--- src/rtl/assert_macros.svh ---
// Assertion macros shared by the RTL.
// No dependencies; the including module provides clk and rst_n.
`ifndef ASSERT_MACROS_SVH
`define ASSERT_MACROS_SVH

// Implication checked at every rising clock edge outside reset.
`define ASSERT_IMPLY(label, cond, prop, msg) \
  label: assert property (@(posedge clk) disable iff (!rst_n) (cond) |-> (prop)) \
    else $error(msg);

// Condition that must never hold outside reset.
`define ASSERT_NEVER(label, cond, msg) \
  label: assert property (@(posedge clk) disable iff (!rst_n) !(cond)) \
    else $error(msg);

`endif

--- src/rtl/stc_pkg.sv ---
// Types, constants and helper functions for the scratchpad temperature check.
// No dependencies.
`default_nettype none

package stc_pkg;

  localparam int unsigned POS_W    = 4;
  localparam logic [7:0]  CRC_POLY = 8'h8C;
  localparam logic [3:0]  RES_MIN  = 4'd9;
  localparam logic [3:0]  RES_MAX  = 4'd12;
  localparam logic [3:0]  RES_INIT = 4'd12;

  typedef struct packed {
    logic [7:0] data_byte;
    logic       frame_start;
  } in_t;

  typedef struct packed {
    logic signed [15:0] temperature_sixteenths;
    logic               crc_ok;
  } out_t;

  function automatic logic [7:0] crc8_byte(input logic [7:0] crc_in, input logic [7:0] b);
    logic [7:0] c;
    c = crc_in;
    for (int i = 0; i < 8; i++) begin
      if (c[0] ^ b[i]) begin
        c = (c >> 1) ^ CRC_POLY;
      end else begin
        c = c >> 1;
      end
    end
    return c;
  endfunction

  // Mask of kept temperature bits for a given resolution setting.
  function automatic logic [15:0] res_mask(input logic [3:0] res);
    logic [1:0] drop;
    if (res < RES_MIN) begin
      drop = 2'd3;
    end else if (res > RES_MAX) begin
      drop = 2'd0;
    end else begin
      drop = 2'(RES_MAX - res);
    end
    return {13'h1FFF, 3'b111 << drop};
  endfunction

endpackage

`default_nettype wire

--- src/rtl/stc_frame.sv ---
// Frame tracker: byte position, running CRC-8, temperature bytes, resolution register.
// Depends on stc_pkg.
`default_nettype none

module stc_frame #(
  parameter int unsigned FRAME_BYTES = 9
) (
  input  wire logic          clk,
  input  wire logic          rst_n,
  input  wire logic          cfg_we,
  input  wire logic [3:0]    cfg_wdata,
  input  wire logic          acc,
  input  wire stc_pkg::in_t  item,
  output logic               res_valid,
  output stc_pkg::out_t      res_data
);
  import stc_pkg::*;

  localparam logic [POS_W-1:0] LAST_POS = POS_W'(FRAME_BYTES - 1);

  logic [POS_W-1:0] pos_r, pos_nxt, pos_cur;
  logic [7:0]       crc_r, crc_nxt, crc_cur;
  logic [7:0]       lo_r, lo_nxt, hi_r, hi_nxt;
  logic [3:0]       res_r;
  logic             last;
  logic [15:0]      raw;
  logic             ok;

  always_comb begin
    pos_cur   = item.frame_start ? '0 : pos_r;
    crc_cur   = (pos_cur == '0) ? 8'h00 : crc_r;
    last      = (pos_cur >= LAST_POS);
    raw       = {hi_r, lo_r} & res_mask(res_r);
    ok        = (crc_cur == item.data_byte);
    res_valid = acc && last;
    res_data.crc_ok                 = ok;
    res_data.temperature_sixteenths = ok ? raw : 16'sd0;
    pos_nxt = pos_r;
    crc_nxt = crc_r;
    lo_nxt  = lo_r;
    hi_nxt  = hi_r;
    if (acc) begin
      if (last) begin
        pos_nxt = '0;
        crc_nxt = crc_cur;
      end else begin
        pos_nxt = pos_cur + 1'b1;
        crc_nxt = crc8_byte(crc_cur, item.data_byte);
        if (pos_cur == POS_W'(0)) begin
          lo_nxt = item.data_byte;
        end
        if (pos_cur == POS_W'(1)) begin
          hi_nxt = item.data_byte;
        end
      end
    end
  end

  always_ff @(posedge clk) begin
    if (!rst_n) begin
      pos_r <= '0;
      crc_r <= '0;
      lo_r  <= '0;
      hi_r  <= '0;
      res_r <= RES_INIT;
    end else begin
      pos_r <= pos_nxt;
      crc_r <= crc_nxt;
      lo_r  <= lo_nxt;
      hi_r  <= hi_nxt;
      if (cfg_we) begin
        res_r <= cfg_wdata;
      end
    end
  end

endmodule

`default_nettype wire

--- src/rtl/stc_outbuf.sv ---
// Result register with skid entry; decouples input acceptance from output stall.
// Depends on stc_pkg.
`default_nettype none

module stc_outbuf (
  input  wire logic          clk,
  input  wire logic          rst_n,
  input  wire logic          push,
  input  wire stc_pkg::out_t push_data,
  output logic               full,
  output logic               out_valid,
  input  wire logic          out_stall,
  output stc_pkg::out_t      out_data
);
  import stc_pkg::*;

  logic main_v_r, main_v_nxt, skid_v_r, skid_v_nxt;
  out_t main_r, main_nxt, skid_r, skid_nxt;
  logic pop;

  always_comb begin
    pop        = main_v_r && !out_stall;
    main_v_nxt = main_v_r;
    skid_v_nxt = skid_v_r;
    main_nxt   = main_r;
    skid_nxt   = skid_r;
    if (pop) begin
      if (skid_v_r) begin
        main_nxt   = skid_r;
        skid_v_nxt = 1'b0;
      end else if (push) begin
        main_nxt = push_data;
      end else begin
        main_v_nxt = 1'b0;
      end
    end else if (push) begin
      if (!main_v_r) begin
        main_nxt   = push_data;
        main_v_nxt = 1'b1;
      end else begin
        skid_nxt   = push_data;
        skid_v_nxt = 1'b1;
      end
    end
  end

  always_ff @(posedge clk) begin
    if (!rst_n) begin
      main_v_r <= 1'b0;
      skid_v_r <= 1'b0;
    end else begin
      main_v_r <= main_v_nxt;
      skid_v_r <= skid_v_nxt;
    end
  end

  always_ff @(posedge clk) begin
    main_r <= main_nxt;
    skid_r <= skid_nxt;
  end

  assign full      = skid_v_r;
  assign out_valid = main_v_r;
  assign out_data  = main_r;

endmodule

`default_nettype wire

--- src/rtl/scratchpad_temperature_check_unit.sv ---
// Scratchpad temperature check: CRC-8 over a sensor scratchpad frame, temperature decode.
// Depends on stc_pkg, stc_frame, stc_outbuf and assert_macros.svh.
//
//   channel  | direction | handshake           | payload
//   in       | input     | in_valid/in_stall   | stc_pkg::in_t (data_byte, frame_start)
//   out      | output    | out_valid/out_stall | stc_pkg::out_t (temperature, crc_ok)
//   cfg      | input     | cfg_we              | cfg_wdata (resolution_bits)
//
// One byte per cycle while in_stall is low; the CRC-8 update for a byte is one combinational pass.
// A result is registered into the result register, or its skid entry, when its last byte is taken.
// Synchronous active-low reset; resolution resets to 12 bits.
// in_stall rises only while both the result register and its skid entry are full.
`default_nettype none

module scratchpad_temperature_check_unit #(
  parameter int unsigned FRAME_BYTES = 9
) (
  input  wire logic          clk,
  input  wire logic          rst_n,
  input  wire logic          cfg_we,
  input  wire logic [3:0]    cfg_wdata,
  input  wire logic          in_valid,
  output logic               in_stall,
  input  wire stc_pkg::in_t  in_data,
  output logic               out_valid,
  input  wire logic          out_stall,
  output stc_pkg::out_t      out_data
);
  import stc_pkg::*;

  `include "assert_macros.svh"

  logic acc;
  logic res_valid;
  out_t res_data;
  logic full;
  logic out_held;
  logic bad_crc_temp;

  assign in_stall = full;
  assign acc      = in_valid && !full;

  stc_frame #(
    .FRAME_BYTES(FRAME_BYTES)
  ) u_frame (
    .clk       (clk),
    .rst_n     (rst_n),
    .cfg_we    (cfg_we),
    .cfg_wdata (cfg_wdata),
    .acc       (acc),
    .item      (in_data),
    .res_valid (res_valid),
    .res_data  (res_data)
  );

  stc_outbuf u_outbuf (
    .clk       (clk),
    .rst_n     (rst_n),
    .push      (res_valid),
    .push_data (res_data),
    .full      (full),
    .out_valid (out_valid),
    .out_stall (out_stall),
    .out_data  (out_data)
  );

  assign out_held     = out_valid && out_stall;
  assign bad_crc_temp = out_valid && !out_data.crc_ok &&
                        (out_data.temperature_sixteenths != 16'sd0);

  `ASSERT_IMPLY(a_stall_needs_result, in_stall, out_valid, "input stalled with no result")
  `ASSERT_IMPLY(a_stall_after_block, in_stall, $past(out_held), "stall without output stall")
  `ASSERT_NEVER(a_bad_crc_zero, bad_crc_temp, "temperature not zero on crc error")

endmodule

`default_nettype wire

--- config.mk ---
export PLATFORM = sky130hd
export DESIGN_NAME = scratchpad_temperature_check_unit
export DESIGN_NICKNAME = d
export VERILOG_FILES = /design/src/rtl/stc_pkg.sv /design/src/rtl/stc_frame.sv /design/src/rtl/stc_outbuf.sv /design/src/rtl/scratchpad_temperature_check_unit.sv
export VERILOG_INCLUDE_DIRS = /design/src /design/src/rtl
export SDC_FILE = /design/constraint.sdc
export NUM_CORES = 1
export LEC_CHECK = 0
export ABC_AREA = 1
export BUFFER_PORTS_ARGS = -buffer_cell sky130_fd_sc_hd__buf_2
export CAP_MARGIN = 15
export CORE_ASPECT_RATIO = 1.25
export CORE_MARGIN = 2
export CORE_UTILIZATION = 30
export CTS_CLUSTER_SIZE = 8
export DETAILED_ROUTE_END_ITERATION = 7
export PLACE_DENSITY = 0.59
export SYNTH_ARGS = -nofsm -noshare
export SYNTH_HDL_FRONTEND = slang
export SYNTH_SLANG_ARGS = --single-unit
--- constraint.sdc ---
create_clock -name clk -period 5.1 [get_ports clk]
set_input_delay 1.02 -clock clk [delete_from_list [all_inputs] [get_ports clk]]
set_output_delay 1.02 -clock clk [all_outputs]
set_load 0.05 [all_outputs]
Yosys cells after proc, flatten, opt, wreduce, memory -nomap -nowiden
Cells that the tools add are included.
Cells by class
  order comparisons: 3
  equal/unequal tests: 5
  reductions and logical operators: 15
  bitwise gates (word level): 20
  $add $sub $neg: 2
  muxes and demuxes: 38
  shift-type cells: 1
Operator list (number)
  2-to-1 mux 8 bit: 24
  2-to-1 mux 17 bit: 5
  inverter 2 -> 3 bit: 8
  AND 16 bit: 1
  2-to-1 mux 16 bit: 1
  AND reduction 3 bit: 5
  == test 8 bit: 1
  2-to-1 mux 4 bit: 2
  bitwise XOR 1 bit: 8
  inequality test 2 bit (second input constant): 3
  adder 4 x 1 -> 4 bit (second input constant): 1
  == test 4 x 1 -> 1 bit (second input constant): 1
  >= comparator 4 bit (second input constant): 1
  greater-than comparator 4 bit (second input constant): 1
  logical NOT 4 bit: 1
  < comparator 4 bit (second input constant): 1
  2-to-1 mux 1 bit: 4
  2-to-1 mux 2 bit: 2
  nonzero test 2 bit: 2
  logical AND 1 bit: 3
  inverter 1 bit: 3
  left shift 3 x 2 -> 3 bit (first input constant): 1
  logical NOT 1 bit: 2
  AND reduction 2 bit: 1
  2 further kinds: 2
Storage, ports and cells
  word-level logic and storage cells: 95
  output and inout bits: 19
  register bits: 68

Longest topological paths before layout
  word-level depth: 34
  depth in mapped cells: 19
  depth with buffers taken out: 18

Cells and area by module
A second synthesis with hierarchy kept.
Second synthesis, totals
  cell total of the unflattened synthesis: 411
  area total of the unflattened synthesis: 3484.6 um^2
Modules (own cells, without submodules)
  stc_frame: cells an instance 300, seq. area each 640.6 um^2, area each 1960.6 um^2, times used 1
  stc_outbuf: cells an instance 109, seq. area each 1061.0 um^2, area each 1514.0 um^2, times used 1
  scratchpad_temperature_check_unit: cells an instance 2, seq. area each 0.0 um^2, area each 10.0 um^2, times used 1

Worst setup path after synthesis
OpenSTA, ideal clock, no wires.
  path kind: input to register
  start: input in_data[0] (netlist bit)
  end: register u_outbuf.skid_r[0] (netlist bit), enable pin
  arrival time: 2925 ps
  library setup time: 435 ps
  path buffers: 0
  path slack: 1741 ps
  stages: 3
  cell sequence: inv_2 nand2_4 nor4_1
On the way
  word-level cells in the longest chain between the ends: 4
Ends and longest elaborated chain
  start, declared: line scratchpad_temperature_check_unit.sv:24  | input wire stc_pkg::in_t in_data,
  2-to-1 mux 4 bit: line stc_frame.sv:30  | pos_cur = item.frame_start ? '0 : pos_r;
  >= comparator 4 bit: line stc_frame.sv:32  | last = (pos_cur >= LAST_POS);
  logical AND 1 bit: line stc_frame.sv:35  | res_valid = acc && last;
  AND reduction 3 bit (no source line)
  end signal, assigned: line stc_outbuf.sv:59  | skid_r <= skid_nxt;
  end, declared: line stc_outbuf.sv:18  | out_t main_r, main_nxt, skid_r, skid_nxt;
Every way passes these cells.
A chain may end at the register's enable or synchronous reset.

==> impl_metrics.csv <==
group,metric,value,unit
detailed_routing,drc,0,
setup_path,startpoint_type,"input port",
sta,hold_ws,0.455,ns
setup_path,startpoint,"in_data[0]",
synth,synth_area,0.00316,mm2
synth,synth_compound_area_share,11.0,%
synth,synth_top_family_by_area,"simple AND/OR/NAND/NOR gates",
sta,period_needed,3.10,ns
power,power_density,350,mW/mm2
detailed_routing,drt_iter0_markers,80,
floorplanning,start_util,31.0,%
placed_design,dp_hpwl,4.43,mm
cells_and_area,final_cell_mix,"nand2_1 (99), inv_1 (41), a21oi_1 (36), buf_2 (36)",
clock_network,ctsRootBufferMaster,"clkbuf_16",
synth,synth.avg_cell_area,8.71,um2
sta,final.period_utilization,60.8,%
sta,fmax,0.323,GHz
placed_design,gp_congestion,0.857,
synth,synth_nets,385,
grt,grt_pass1_vias,2196,
clock_network,post_cts_buffers,0,
cells_and_area,nets,424,
sta,setup_violations,0,
clock_network,htreeDepth,3,
cells_and_area,drive_gt1_share,19.2,%
floorplanning,io_pins,37,
run_status,outcome,"finished clean",
synth,synthSimpleGateAreaFrac,23.8,%
floorplanning,core.rowCount,41,
clock_network,clkSinkCount,68,
synth,synth-adder-area-share,1.58,%
setup_path,r2r_start,"u_frame.pos_r[0]",
setup_path,r2r_slack,2.46,ns
setup_path,ff2ff_path_depth,12,
synth,syn_inst,363,
synth,ys_warn_count,0,
cells_and_area,final_common_cell,"nand2_1",
sta,skew,0.00420,ns
synth,ys_ff_latch,68,
sta,rsz0062_at_grt,"no",
grt,grt_first_pass_wirelength,10.3,mm
clock_network,ctsResizeCount,0,
setup_path,worstPathRequired,5.16,ns
synth,synthTopCellsByArea,"edfxtp_1 (32%), dfxtp_1 (22%), nand2_1 (12%)",
detailed_routing,vias,2392,
worst_hold_path,hold_class,"reg -> reg",
cells_and_area,register_area,0.00170,mm2
cells_and_area,syn2layout_area_growth,19.5,%
detailed_routing,drt-pass1-iter-count,4,
clock_network,path_clk_slew,0.05,ns
cells_and_area,antenna_cells,0,
setup_path,crit_type,"in -> reg",
power,ir_drop,0.140,mV
setup_path,cp_max_fo,16,
synth,synth_top_area_cell,"edfxtp_1",
sta,fin_ws,2.00,ns
floorplanning,core-area,0.0102,mm2
grt,antenna_found_initial,0,
synth,ys_types,31,
power,leakage,1.63,nW
detailed_routing,wl_per_cell,11.3,um
floorplanning,die_w,95.8,um
synth,synthMuxAreaShare,0,%
placed_design,post_dp_cell_area,0.00348,mm2
detailed_routing,antenna_left,0,
power,power.total,0.00132,W
sta,setup_tns,0,ns
grt,grt_max_degree,24,
sta,worst_pin_slew,0.599,ns
synth,synthXorXnorAreaFrac,2.97,%
floorplanning,dieArea,0.0114,mm2
grt,track_usage,11.9,%
setup_path,cp-end-kind,"register",
setup_path,arrival,3.16,ns
clock_network,numCtsBuffers,9,
detailed_routing,viasPerCell,4.46,
placed_design,io_buffer_count,36,
sta,slew_headroom,59.9,%
synth,netlist.area_leader.share,32.3,%
clock_network,clkLatencyLatePin,0.33,ns
clock_network,cts_tree,"yes",
clock_network,clockBufferDepth,2,
sta,slew_viol_final,0,
setup_path,crit_path_end,"u_outbuf.out_data[3]",
cells_and_area,multi_input_area,0.00125,mm2
grt,overflow,0,
cells_and_area,final_area,0.00378,mm2
cells_and_area,n_fill_cell,1013,
sta,final_hold_viol_count,0,
floorplanning,die_y,119,um
run,cap_viol_max_count,0,
setup_path,r2r_end,"u_outbuf.out_data[3]",
synth,synth-seq-area-share,53.8,%
detailed_routing,routed_wl,6.04,mm
clock_network,holdBufCountCts,0,
placed_design,dp_slack,1.63,ns
power by group:
part	total [W]	switching [W]	internal (W)
Clock	0.000624	0.000223	0.000401
Sequential	0.000594	0.00000755	0.000586
Combinational	0.000104	0.0000682	0.0000357
critical path: stages:
cell and delay [ns]:
buf_2 0.12, nor2_1 0.22, inv_1 0.10, ha_1 0.24, nand3_4 0.18, nand2_1 0.10
xnor2_1 0.34, nor3_2 0.09, nand2_2 0.46, inv_2 0.10, nand3_1 0.11, a21oi_1 0.07
cells by family (layout without fill, tap and decap cells):
logic type / Yosys count / after routing
buffers and inverters: 54 / 98
adders and majority gates: 4 / 4
and+or+nand+nor: 160 / 160
DFF: 68 / 68
AOI/OAI and AO/OA: 68 / 68
xor gates and xnor gates: 9 / 9
how the worst min path moves through the flow:
stage,slack (ns),to,depth (start not counted),from
after floorplan,0.42,u_frame.lo_r[2],2,u_frame.lo_r[2]
after global placement,0.45,u_frame.lo_r[3],2,u_frame.lo_r[3]
after detailed placement,0.45,u_frame.lo_r[5],2,u_frame.lo_r[5]
after CTS,0.45,u_frame.lo_r[5],2,u_frame.lo_r[5]
after global routing,0.47,u_frame.lo_r[5],2,u_frame.lo_r[5]
final,0.46,u_frame.hi_r[7],2,u_frame.hi_r[7]
stage by stage:
stage / instances / util (%)
2_1_floorplan: 363 / -
3_3_place_gp: 520 / 34.0
3_5_place_dp: 520 / 34.0
4_1_cts: 536 / 37.0
5_1_grt: 536 / 37.0
6_report: 536 / 37.0
flip-flops by register name (all words and copies together), names as in the netlist:
signal	count
u_outbuf.out_data	17
u_outbuf.skid_r	17
u_frame.crc_r	8
u_frame.hi_r	8
u_frame.lo_r	8
u_frame.pos_r	4
u_frame.res_r	4
u_outbuf.full	1
u_outbuf.out_valid	1
synthesized netlist by cell type (all sizes together):
cell type  number
nor2           28
ha              4
xor2            5
buf             3
a21oi          36
edfxtp         34
dfxtp          34
nand3          19
inv            43
nor4            2
nand2         104
a211oi          1
nand4           1
xnor2           4
a2bb2oi         1
clkbuf          8
nand3b          1
o21ai          30
nor3            2
or2             3
layout make-up:
| class | count | share of cell area [%] |
|---|---|---|
| Sequential cell | 68 | 45.0 |
| Clock inverter | 5 | 1.32 |
| Inverter | 43 | 4.27 |
| Multi-Input combinational cell | 241 | 33.0 |
| Timing Repair Buffer | 39 | 5.36 |
| Tap cell | 129 | 4.27 |
| Clock buffer | 11 | 6.69 |
layer usage:
| layer | vias to the layer above | GRT usage [%] | routed length, um | part of all wire (%) |
|---|---|---|---|---|
| li1 | 1258 | - | - | - |
| met1 | 1058 | 15.1 | 2870 | 47 |
| met4 | 0 | 6.43 | 175 | 2.9 |
| met5 | - | 0 | 0 | 0 |
| met2 | 57 | 17.4 | 2680 | 44 |
| met3 | 19 | 4.21 | 314 | 5.2 |
No activity file was read; power rests on OpenSTA's default activity.
